File: config.mk
export PLATFORM = sky130hd
export DESIGN_NAME = drop_oldest_write_queue_core
export DESIGN_NICKNAME = d
export VERILOG_FILES = /design/src/dowq_pkg.sv /design/src/drop_oldest_write_queue_core.sv
export SDC_FILE = /design/constraint.sdc
export NUM_CORES = 2
export LEC_CHECK = 0
export BUFFER_PORTS_ARGS = -buffer_cell sky130_fd_sc_hd__buf_4
export CELL_PAD_IN_SITES_DETAIL_PLACEMENT = 1
export CELL_PAD_IN_SITES_GLOBAL_PLACEMENT = 2
export CORE_MARGIN = 1
export CORE_UTILIZATION = 25
export CTS_CLUSTER_DIAMETER = 50
export DETAILED_ROUTE_END_ITERATION = 6
export GPL_TIMING_DRIVEN = 0
export PLACE_DENSITY = 0.49
export SYNTH_ARGS = -nofsm -noshare
export SYNTH_HDL_FRONTEND = slang
export SYNTH_SLANG_ARGS = --single-unit
File: constraint.sdc
create_clock -name clk -period 5.8 [get_ports clk]
set_input_delay 0.29 -clock clk [delete_from_list [all_inputs] [get_ports clk]]
set_output_delay 0.29 -clock clk [all_outputs]
set_load 0.01 [all_outputs]
File: src/dowq_pkg.sv
// Shared constants for the drop-oldest write queue.
package dowq_pkg;

  localparam int DEFAULT_QUEUE_DEPTH = 128;
  localparam int DEFAULT_HANDLE_BITS = 16;

  localparam int CFG_W    = 8;
  localparam int CFG_IDX_W = 2;
  localparam int OCC_W    = 8;

  localparam logic [CFG_W-1:0] WARN_LEVEL_RST     = 8'd80;
  localparam logic [CFG_W-1:0] MAX_DEPTH_RST      = 8'd100;
  localparam logic [CFG_W-1:0] OVERFLOW_LIMIT_RST = 8'd10;
  localparam logic [CFG_W-1:0] STREAK_MAX         = 8'hFF;

  typedef enum logic [1:0] {
    OP_ENQUEUE  = 2'd0,
    OP_WR_OK    = 2'd1,
    OP_WR_ERROR = 2'd2,
    OP_SESS_RST = 2'd3
  } op_t;

  typedef enum logic [CFG_IDX_W-1:0] {
    REG_WARN_LEVEL     = 2'd0,
    REG_MAX_DEPTH      = 2'd1,
    REG_OVERFLOW_LIMIT = 2'd2,
    REG_UNUSED         = 2'd3
  } reg_idx_t;

endpackage

File: src/drop_oldest_write_queue_core.sv
// Drop-oldest transmit queue of message handles: ring store, counters and result register.
//
// Requests arrive on in_valid/in_ready carrying op and msg_handle; each request
// yields exactly one result on out_valid/out_ready. Ops: enqueue, write ok,
// write error, session reset. An enqueue into a full queue drops the head; after
// overflow_limit consecutive full enqueues the queue closes until a session reset.
// Configuration (warn_level, max_depth, overflow_limit) is written through
// cfg_wr_en/cfg_index/cfg_data; the user must write it only while the block is idle,
// which the block itself does not enforce. A result is held in the p1 stage, loaded
// with the state update and ring store read on acceptance, then in the result register.
// Throughput: one request per cycle unless the receiver stalls; each request touches
// the ring store at most once, a write at the tail for an enqueue or a read of the new
// head for a write ok. When the receiver stalls, the result register and the stage behind
// it hold, and in_ready falls once both are occupied.
// Reset (rst, synchronous) empties the queue, clears the streak and the closed
// state and restores the register defaults; the store itself is not cleared,
// and no clearing pass is needed.
module drop_oldest_write_queue_core
  import dowq_pkg::*;
#(
  parameter int QUEUE_DEPTH = DEFAULT_QUEUE_DEPTH,
  parameter int HANDLE_BITS = DEFAULT_HANDLE_BITS
) (
  input  logic                   clk,
  input  logic                   rst,
  input  logic                   cfg_wr_en,
  input  logic [CFG_IDX_W-1:0]   cfg_index,
  input  logic [CFG_W-1:0]       cfg_data,
  input  logic                   in_valid,
  output logic                   in_ready,
  input  logic [1:0]             op,
  input  logic [HANDLE_BITS-1:0] msg_handle,
  output logic                   out_valid,
  input  logic                   out_ready,
  output logic                   send_valid,
  output logic [HANDLE_BITS-1:0] send_handle,
  output logic                   warn_flag,
  output logic                   dropped_flag,
  output logic                   closed_now,
  output logic                   is_closed,
  output logic [OCC_W-1:0]       occupancy
);

  localparam int AW    = (QUEUE_DEPTH > 1) ? $clog2(QUEUE_DEPTH) : 1;
  localparam int CNT_W = $clog2(QUEUE_DEPTH + 1);
  localparam int CMP_W = (CNT_W > CFG_W) ? CNT_W : CFG_W;

  typedef struct packed {
    logic                   from_mem;
    logic                   send_valid;
    logic [HANDLE_BITS-1:0] handle;
    logic                   warn;
    logic                   dropped;
    logic                   closed_now;
    logic                   is_closed;
    logic [OCC_W-1:0]       occ;
  } res_t;

  // configuration
  logic [CFG_W-1:0] warn_level;
  logic [CFG_W-1:0] max_depth;
  logic [CFG_W-1:0] overflow_limit;

  // queue state
  logic [AW-1:0]    head;
  logic [CNT_W-1:0] count;
  logic [CFG_W-1:0] streak;
  logic             sending;
  logic             shut;

  logic [AW-1:0]    head_next;
  logic [CNT_W-1:0] count_next;
  logic [CFG_W-1:0] streak_next;
  logic             sending_next;
  logic             shut_next;

  // ring store
  logic [HANDLE_BITS-1:0] store [QUEUE_DEPTH];
  logic [HANDLE_BITS-1:0] rd_data;
  logic                   wr_en;
  logic [AW-1:0]          wr_addr;
  logic                   rd_en;
  logic [AW-1:0]          rd_addr;

  // result stages
  logic p1_valid;
  res_t p1;
  res_t p1_next;
  res_t out_r;

  logic in_fire;
  logic p1_move;

  assign p1_move  = p1_valid && (!out_valid || out_ready);
  assign in_ready = !p1_valid || p1_move;
  assign in_fire  = in_valid && in_ready;

  always_ff @(posedge clk) begin
    if (rst) begin
      warn_level     <= WARN_LEVEL_RST;
      max_depth      <= MAX_DEPTH_RST;
      overflow_limit <= OVERFLOW_LIMIT_RST;
    end else if (cfg_wr_en) begin
      case (reg_idx_t'(cfg_index))
        REG_WARN_LEVEL:     warn_level     <= cfg_data;
        REG_MAX_DEPTH:      max_depth      <= cfg_data;
        REG_OVERFLOW_LIMIT: overflow_limit <= cfg_data;
        default: ;
      endcase
    end
  end

  always_comb begin
    logic [CMP_W-1:0] cnt_x;
    logic             full;
    logic [AW-1:0]    head_inc;
    logic [CFG_W-1:0] streak_inc;
    logic [AW:0]      tail_sum;
    logic             idle;

    cnt_x      = CMP_W'(count);
    full       = (cnt_x >= CMP_W'(max_depth)) || (count >= CNT_W'(QUEUE_DEPTH));
    head_inc   = (head == AW'(QUEUE_DEPTH - 1)) ? '0 : head + AW'(1);
    streak_inc = (streak == STREAK_MAX) ? streak : streak + CFG_W'(1);
    idle       = (count == '0);

    head_next    = head;
    count_next   = count;
    streak_next  = streak;
    sending_next = sending;
    shut_next    = shut;

    wr_en    = 1'b0;
    wr_addr  = '0;
    rd_en    = 1'b0;
    rd_addr  = head_inc;
    tail_sum = '0;

    p1_next            = '0;
    p1_next.is_closed  = shut;

    if (in_fire) begin
      case (op_t'(op))
        OP_SESS_RST: begin
          head_next    = '0;
          count_next   = '0;
          sending_next = 1'b0;
          streak_next  = '0;
          shut_next    = 1'b0;
        end
        OP_ENQUEUE: begin
          if (!shut) begin
            p1_next.warn = (cnt_x >= CMP_W'(warn_level));
            if (full) begin
              if (!idle) begin
                head_next       = head_inc;
                count_next      = count - CNT_W'(1);
                p1_next.dropped = 1'b1;
              end
              streak_next = streak_inc;
              if (streak_inc >= overflow_limit) begin
                head_next          = '0;
                count_next         = '0;
                sending_next       = 1'b0;
                shut_next          = 1'b1;
                p1_next.closed_now = 1'b1;
              end
            end else begin
              streak_next = '0;
            end
            if (!shut_next) begin
              // count_next < QUEUE_DEPTH here, so the tail wraps at most once
              tail_sum = {1'b0, head_next} + (AW + 1)'(count_next[AW-1:0]);
              if (tail_sum >= (AW + 1)'(QUEUE_DEPTH))
                tail_sum = tail_sum - (AW + 1)'(QUEUE_DEPTH);
              wr_en      = 1'b1;
              wr_addr    = tail_sum[AW-1:0];
              count_next = count_next + CNT_W'(1);
              if (idle) begin
                sending_next       = 1'b1;
                p1_next.send_valid = 1'b1;
                p1_next.handle     = msg_handle;
              end
            end
          end
        end
        OP_WR_OK: begin
          if (!shut && sending) begin
            if (!idle) begin
              head_next  = head_inc;
              count_next = count - CNT_W'(1);
            end
            if (!idle && count != CNT_W'(1)) begin
              rd_en              = 1'b1;
              p1_next.from_mem   = 1'b1;
              p1_next.send_valid = 1'b1;
            end else begin
              sending_next = 1'b0;
            end
          end
        end
        OP_WR_ERROR: begin
          if (!shut && sending) begin
            head_next          = '0;
            count_next         = '0;
            sending_next       = 1'b0;
            shut_next          = 1'b1;
            p1_next.closed_now = 1'b1;
          end
        end
        default: ;
      endcase
    end

    if (op_t'(op) == OP_SESS_RST)
      p1_next.is_closed = 1'b0;
    else
      p1_next.is_closed = shut_next;
    p1_next.occ = OCC_W'(count_next);
  end

  always_ff @(posedge clk) begin
    if (wr_en)
      store[wr_addr] <= msg_handle;
    if (rd_en)
      rd_data <= store[rd_addr];
  end

  always_ff @(posedge clk) begin
    if (rst) begin
      head    <= '0;
      count   <= '0;
      streak  <= '0;
      sending <= 1'b0;
      shut    <= 1'b0;
    end else begin
      head    <= head_next;
      count   <= count_next;
      streak  <= streak_next;
      sending <= sending_next;
      shut    <= shut_next;
    end
  end

  always_ff @(posedge clk) begin
    if (rst) begin
      p1_valid  <= 1'b0;
      out_valid <= 1'b0;
    end else begin
      if (in_fire)
        p1_valid <= 1'b1;
      else if (p1_move)
        p1_valid <= 1'b0;
      if (p1_move)
        out_valid <= 1'b1;
      else if (out_ready)
        out_valid <= 1'b0;
    end
  end

  always_ff @(posedge clk) begin
    if (in_fire)
      p1 <= p1_next;
    if (p1_move) begin
      out_r <= p1;
      // read data for a write-ok request is registered in rd_data when the request is accepted
      if (p1.from_mem)
        out_r.handle <= rd_data;
    end
  end

  assign send_valid   = out_r.send_valid;
  assign send_handle  = out_r.handle;
  assign warn_flag    = out_r.warn;
  assign dropped_flag = out_r.dropped;
  assign closed_now   = out_r.closed_now;
  assign is_closed    = out_r.is_closed;
  assign occupancy    = out_r.occ;

endmodule

# After elaboration in Yosys (flattened, before gate mapping)
# Memory sizes are Yosys's and may differ from the RTL's. A register that Yosys moved wholly into a read port is not among the register bits.
# Index checks and enable logic that the tools add are counted.
# word_totals
regBits	110
mem_bits_rw	2048
inputBits	33
out_inout_bits	31
mem_count	1
# classes
addsub	6
magnitude_cmp	5
n_eq_ne	12
n_mux	75
bitwise_logic	3
n_reduce_logical	27
# memory_table
name	depth	word_bits	read_ports	rd_clocked_by_memory_dff	wr	line	rtl
store	128	16	1	1	1	drop_oldest_write_queue_core.sv:78	logic [HANDLE_BITS-1:0] store [QUEUE_DEPTH];
# op_table
operator	n
8-bit two-way mux	14
7-bit two-way mux	15
17-bit two-way mux	2
1-bit two-way mux	33
8-bit one-hot mux with 4 select lines	1
7-bit one-hot mux with 4 select lines	1
8-bit greater-or-equal comparator	3
20-bit two-way mux	1
8-bit by 1-bit adder with 8-bit output, second input constant	2
8-bit greater-or-equal comparator, second input constant	2
16-bit two-way mux	1
8-bit one-hot mux with 2 select lines	1
7-bit by 7-bit adder with 8-bit output	1
8-bit equality test, second input constant	1
8-bit logical NOT	1
2-bit inequality test, second input constant	4
8-bit by 1-bit inequality test with 1-bit output, second input constant	1
2-bit AND reduction	4
8-bit by 1-bit subtractor with 8-bit output, second input constant	1
7-bit by 1-bit adder with 7-bit output, second input constant	1
7-bit equality test, second input constant	1
7-bit by 1-bit subtractor with 7-bit output, second input constant	1
2-bit equality test, second input constant	3
2-bit nonzero test	3
other kinds (16)	30

# Longest topological paths before layout
# logic_depth
depth_word	15
ltp_mapped	24

# Worst setup path after synthesis
# OpenSTA, ideal clock, no wires.
# synth_path
path_kind	register -> register
startpoint	register streak[0]
endpoint	memory store[80][0] in the netlist's numbering (enable)
setup_time_ns	0.388
t_arrival_ns	5.385
required_time_ns	5.412
setup_slack_ns	0.026
path_stages_with_launch	24
n_path_buf	0
synth_period_minus_slack_ns	5.774
cell_sequence	dfxtp_1 ha_1 nand2_1 nor2_1 nand3_1 nand4_1 xnor2_1 ha_1 nor4_1 o21ai_1 a31o_2 o21ai_1 nand2_1 o21ai_0 ha_1 inv_1 fa_1 inv_1 a21oi_1 o21bai_1 xor2_1 nor3b_1 nand3_1 nor2_1
# synth_between
elab_chain_cells	15
word_cells_on_any_way	33
# synth_lines
element	line	rtl
start: declaration	drop_oldest_write_queue_core.sv:67	logic [CFG_W-1:0] streak;
start signal: assignment	drop_oldest_write_queue_core.sv:239	streak <= streak_next;
8-bit by 1-bit adder with 8-bit output / 8-bit equality test (equally long branches)	drop_oldest_write_queue_core.sv:124	streak_inc = (streak == STREAK_MAX) ? streak : streak + CFG_W'(1);
8-bit two-way mux *	drop_oldest_write_queue_core.sv:124	
8-bit greater-or-equal comparator *	drop_oldest_write_queue_core.sv:161	if (streak_inc >= overflow_limit) begin
7-bit two-way mux / 8-bit two-way mux (equally long branches)	drop_oldest_write_queue_core.sv:161	
7-bit two-way mux / 8-bit two-way mux (equally long branches)	drop_oldest_write_queue_core.sv:154	if (full) begin
7-bit two-way mux / 8-bit two-way mux (equally long branches)	drop_oldest_write_queue_core.sv:152	if (!shut) begin
7-bit two-way mux / 8-bit two-way mux (equally long branches)	drop_oldest_write_queue_core.sv:143	case (op_t'(op))
7-bit two-way mux / 8-bit two-way mux (equally long branches)	drop_oldest_write_queue_core.sv:142	if (in_fire) begin
7-bit by 7-bit adder with 8-bit output	drop_oldest_write_queue_core.sv:173	tail_sum = {1'b0, head_next} + (AW + 1)'(count_next[AW-1:0]);
7-bit by 1-bit subtractor with 7-bit output / 8-bit greater-or-equal comparator (equally long branches)	drop_oldest_write_queue_core.sv:175, drop_oldest_write_queue_core.sv:174	
7-bit two-way mux	drop_oldest_write_queue_core.sv:174	if (tail_sum >= (AW + 1)'(QUEUE_DEPTH))
7-bit two-way mux	drop_oldest_write_queue_core.sv:171	if (!shut_next) begin
7-bit two-way mux	drop_oldest_write_queue_core.sv:152	
7-bit two-way mux	drop_oldest_write_queue_core.sv:143	
7-bit two-way mux	drop_oldest_write_queue_core.sv:142	
end: declaration	drop_oldest_write_queue_core.sv:78	
# Mark *: on every way between the ends. The rest lies on a longest branch, timed or not. The select of a mux whose other input is x is not followed.

# Final worst setup path
# layout_path
startpoint	register head[1]
endpoint	register rd_data[4] (read register of store) (data pin)
# layout_between
elab_chain_cells	2
word_cells_on_any_way	3
# layout_lines
element	line	rtl
start: declaration	drop_oldest_write_queue_core.sv:65	logic [AW-1:0] head;
start signal: assignment	drop_oldest_write_queue_core.sv:237	head <= head_next;
7-bit by 1-bit adder with 7-bit output / 7-bit equality test (equally long branches)	drop_oldest_write_queue_core.sv:123	head_inc = (head == AW'(QUEUE_DEPTH - 1)) ? '0 : head + AW'(1);
7-bit two-way mux *	drop_oldest_write_queue_core.sv:123	
end: declaration	drop_oldest_write_queue_core.sv:79	logic [HANDLE_BITS-1:0] rd_data;
# Mark *: on every way between the ends. The rest lies on a longest branch, timed or not.
# A chain may end at the register's enable or synchronous reset.

==> results.json <==
{
  "gr-usage-met2_pct": 27.2,
  "reg2reg_depth": 11,
  "syn-num-nets": 4462,
  "synth_cell_type_count": 69,
  "layout_commonest_cell": "edfxtp_1",
  "syn_area_um2": 84800,
  "p_clk_share_pct": 49.7,
  "cp_max_fo": 10,
  "busiest_layer": "met2",
  "worstHoldStart": "cfg_data[7]",
  "yosysWarnings": 0,
  "crit_path_max_incr_delay_ns": 0.84,
  "grt_util_all_layers_pct": 17.0,
  "r2r_setup_slack_ns": -0.0002,
  "finalSetupViolCount": 1,
  "switching_share_pct": 22.1,
  "final.period_utilization_pct": 100,
  "min_period_ns": 5.80,
  "slew_viol_final": 0,
  "p_switching_w": 0.00812,
  "cap_violations": 0,
  "leakage_nw": 32.9,
  "r2r_start": "head[1]",
  "tightest_slew_ns": 1.39,
  "avgSynthCellArea_um2": 19.3,
  "fp.dieW_um": 584,
  "worstPathArrival_ns": 6.36,
  "hpwl_um": 200000,
  "clock_latency_ns": 0.91,
  "area_growth_pct": 26.8,
  "via_count": 46600,
  "violations": "negative setup slack",
  "cts.sinks": 2174,
  "cts_root_buffer": "clkbuf_16",
  "fillers": 33900,
  "io_pins": 64,
  "ys_seq_area_share_pct": 76.4,
  "ctsLongestPathBuffers": 4,
  "peakVddDrop_uv": 217,
  "drc": 0,
  "synth_ff_type": "edfxtp_1",
  "finalNonFillerCells": 9855,
  "firstDrtPassIters": 5,
  "p_per_area_nw_per_um2": 342,
  "numPortBuffers": 62,
  "grt_pass1_wl_um": 405000,
  "cts_tree": "built",
  "grt_use_met1_pct": 24.4,
  "gr-usage-met3_pct": 2.21,
  "die_y_um": 584,
  "worstPathCellList": "ha_1, clkbuf_2, buf_2, clkbuf_2, clkbuf_1, mux2i_1, nand2_1, a21oi_1, nor3_1, a21oi_1, nor4_2",
  "grt_remaining_overflow": 0,
  "crit-reg2reg-capture": "rd_data[4]",
  "synth_edf_count": 2123,
  "holdWs_ns": 0.225,
  "grt_pass1_vias": 48200,
  "vias_per_cell": 4.73,
  "hold_viol": 0,
  "hold_depth": 4,
  "h-tree-depth": 5,
  "start_kind": "flip-flop",
  "setup_ws_ns": -0.000169,
  "cp-end-kind": "flip-flop",
  "hold_class": "input port to flip-flop",
  "grt_max_degree": 110,
  "ys_async_sr_fraction_pct": 0,
  "power_frac_seq_pct": 47.0,
  "antenna_found_initial": 13,
  "fp.dieArea_um2": 341000,
  "post_drt_wl_per_cell_um": 29.9,
  "nets": 5168,
  "drive_gt1_share_pct": 29.1,
  "fmax_mhz": 172,
  "drtIter0Drc": 4418,
  "mostFrequentLayoutCells": "edfxtp_1 (2123), mux4_2 (384), clkbuf_16 (305)",
  "status": "complete, but fails checks",
  "rows": 213,
  "core_um2": 337000,
  "pwr-share-comb_pct": 3.2,
  "placed_cells": 9128,
  "skew_ns": 0.0487,
  "crit_type": "flip-flop to flip-flop",
  "required_ns": 6.36,
  "slowest_stage": "nor4_2",
  "ant_nets": 0,
  "routed_wirelength_um": 295000,
  "gp_congestion": 0.790,
  "min_to": "warn_level[7]",
  "ys_ff_latch": 2174,
  "internal_power_w": 0.0286,
  "clk_pin_slew_worst_paths_ns": 0.05,
  "relSlewSlack_pct": 7.18,
  "cts_buffers": 296,
  "synth_cells": 4392,
  "initial_utilization_pct": 25.1
}
power groups by stage:
stage	Clock [W]	Combinational, W	Sequential [W]
detailed placement	0	0.00118	0.0176
finish	0.0183	0.00119	0.0173
global placement	0	0.00110	0.0176
CTS	0.0187	0.00122	0.0173
floorplan	0	0.000424	0.0176
global route	0.0192	0.00126	0.0173
cells in the mapped netlist (7+ instances only):
| master | number | area [µm²] |
|---|---|---|
| nor4_2 | 12 | 150 |
| nand2b_1 | 12 | 75.1 |
| xor2_1 | 7 | 61.3 |
| edfxtp_1 | 2123 | 63800 |
| dfxtp_1 | 51 | 1020 |
| nor2b_1 | 105 | 657 |
| o21ai_0 | 31 | 155 |
| o31a_1 | 18 | 158 |
| buf_4 | 15 | 113 |
| xnor2_1 | 13 | 114 |
| o22a_1 | 16 | 140 |
| buf_6 | 23 | 259 |
| a21oi_1 | 184 | 921 |
| and2_1 | 21 | 131 |
| buf_1 | 9 | 33.8 |
| clkbuf_1 | 178 | 668 |
| nor3_1 | 24 | 120 |
| ha_1 | 36 | 450 |
| mux2i_1 | 175 | 1750 |
| nand4_1 | 7 | 43.8 |
| nor4_1 | 40 | 250 |
| mux4_2 | 384 | 8650 |
| a22oi_1 | 12 | 90.1 |
| a21o_1 | 11 | 82.6 |
| buf_2 | 10 | 50.1 |
| o22ai_1 | 210 | 1310 |
| a211oi_1 | 99 | 743 |
| nor2_1 | 253 | 950 |
| mux2_2 | 18 | 203 |
| o221ai_1 | 19 | 166 |
| nor3b_1 | 7 | 52.6 |
| inv_1 | 38 | 143 |
| nand2_1 | 121 | 454 |
| nand3_1 | 34 | 170 |
flip-flops by register name (all words and copies together) (netlist names):
name,count
head,7
p1,30
p1_valid,1
max_depth,8
shut,1
out_valid,1
send_handle,16
sending,1
send_valid,1
is_closed,1
rd_data,16
closed_now,1
store,2048
warn_level,8
dropped_flag,1
overflow_limit,8
count,8
warn_flag,1
streak,8
occupancy,8
metal layers:
layer,share of wire (%),routed length [µm],vias up
met2,47,138000,1270
met1,46,135000,25400
met3,4.7,14000,364
met5,0,0,-
met4,2.7,8050,0
li1,-,-,19600
cell type report:
class                   instances  area (µm²)  area share (%)
multi-input cells            1937       20300            18.9
plain buffers                 241        1370            1.27
repair buffers                409        5450            5.06
well taps                    4515        5650            5.25
flip-flops and latches       2174       64800            60.3
diodes                          9        22.5          0.0209
clock buffers                 342        7730            7.19
clock inverters               189        2060            1.92
inverters                      39         148           0.137
critical path: cells and delay by family (launching register included):
family	cells	cell delay [ns]
AO/OA/AOI/OAI	2	0.49
adder cells (fa/ha/maj)	1	0.29
buffers and inverters	4	2.43
flip-flops	1	0.36
multiplexers	1	0.17
AND/OR/NAND/NOR	3	1.67
worst max path at each step:
stage,cells past startpoint,startpoint,endpoint
floorplan,23,streak[0],store[80][0]
global placement,11,head[1],store[109][8]
detailed placement,23,streak[0],store[50][9]
CTS,22,streak[0],store[70][14]
global route,28,streak[0],store[7][14]
finish,11,head[1],rd_data[4]
metrics by stage:
step                      total power, W  utilization, %  area [µm²]  setup slack, ns  setup TNS, ns
final                             0.0368            31.9      108000        -0.000169      -0.000169
after global routing              0.0378            31.9      107000          -0.0188         -0.145
after CTS                         0.0372            31.8      107000         0.000826              0
after detailed placement          0.0188            27.9       94200            -2.41       -3794.13
after global placement            0.0187            27.0       90900            -4.59       -7852.17
after floorplan                   0.0180               -       84800           0.0262              0
kinds of logic (layout without fill, tap and decap cells):
logic type / after synthesis / count (layout) / share of synthesized area, %
muxes: 577 / 577 / 12.5
DFF: 2174 / 2174 / 76.4
and+or+nand+nor: 662 / 662 / 3.82
adders and majority gates: 37 / 37 / 0.555
other: 0 / 9 / 0
buffers and inverters: 281 / 1220 / 1.63
AOI/OAI and AO/OA: 639 / 639 / 4.81
xor gates and xnor gates: 22 / 22 / 0.263
timing repair:
action	CTS	global route
pin swaps	91	29
gates cloned	0	0
gates resized for setup	248	38
setup endpoints to repair	2064	2049
hold buffers	36	0
setup buffers	125	27
endpoints found under the hold margin	758	0
(Power assumes the default switching activity.)
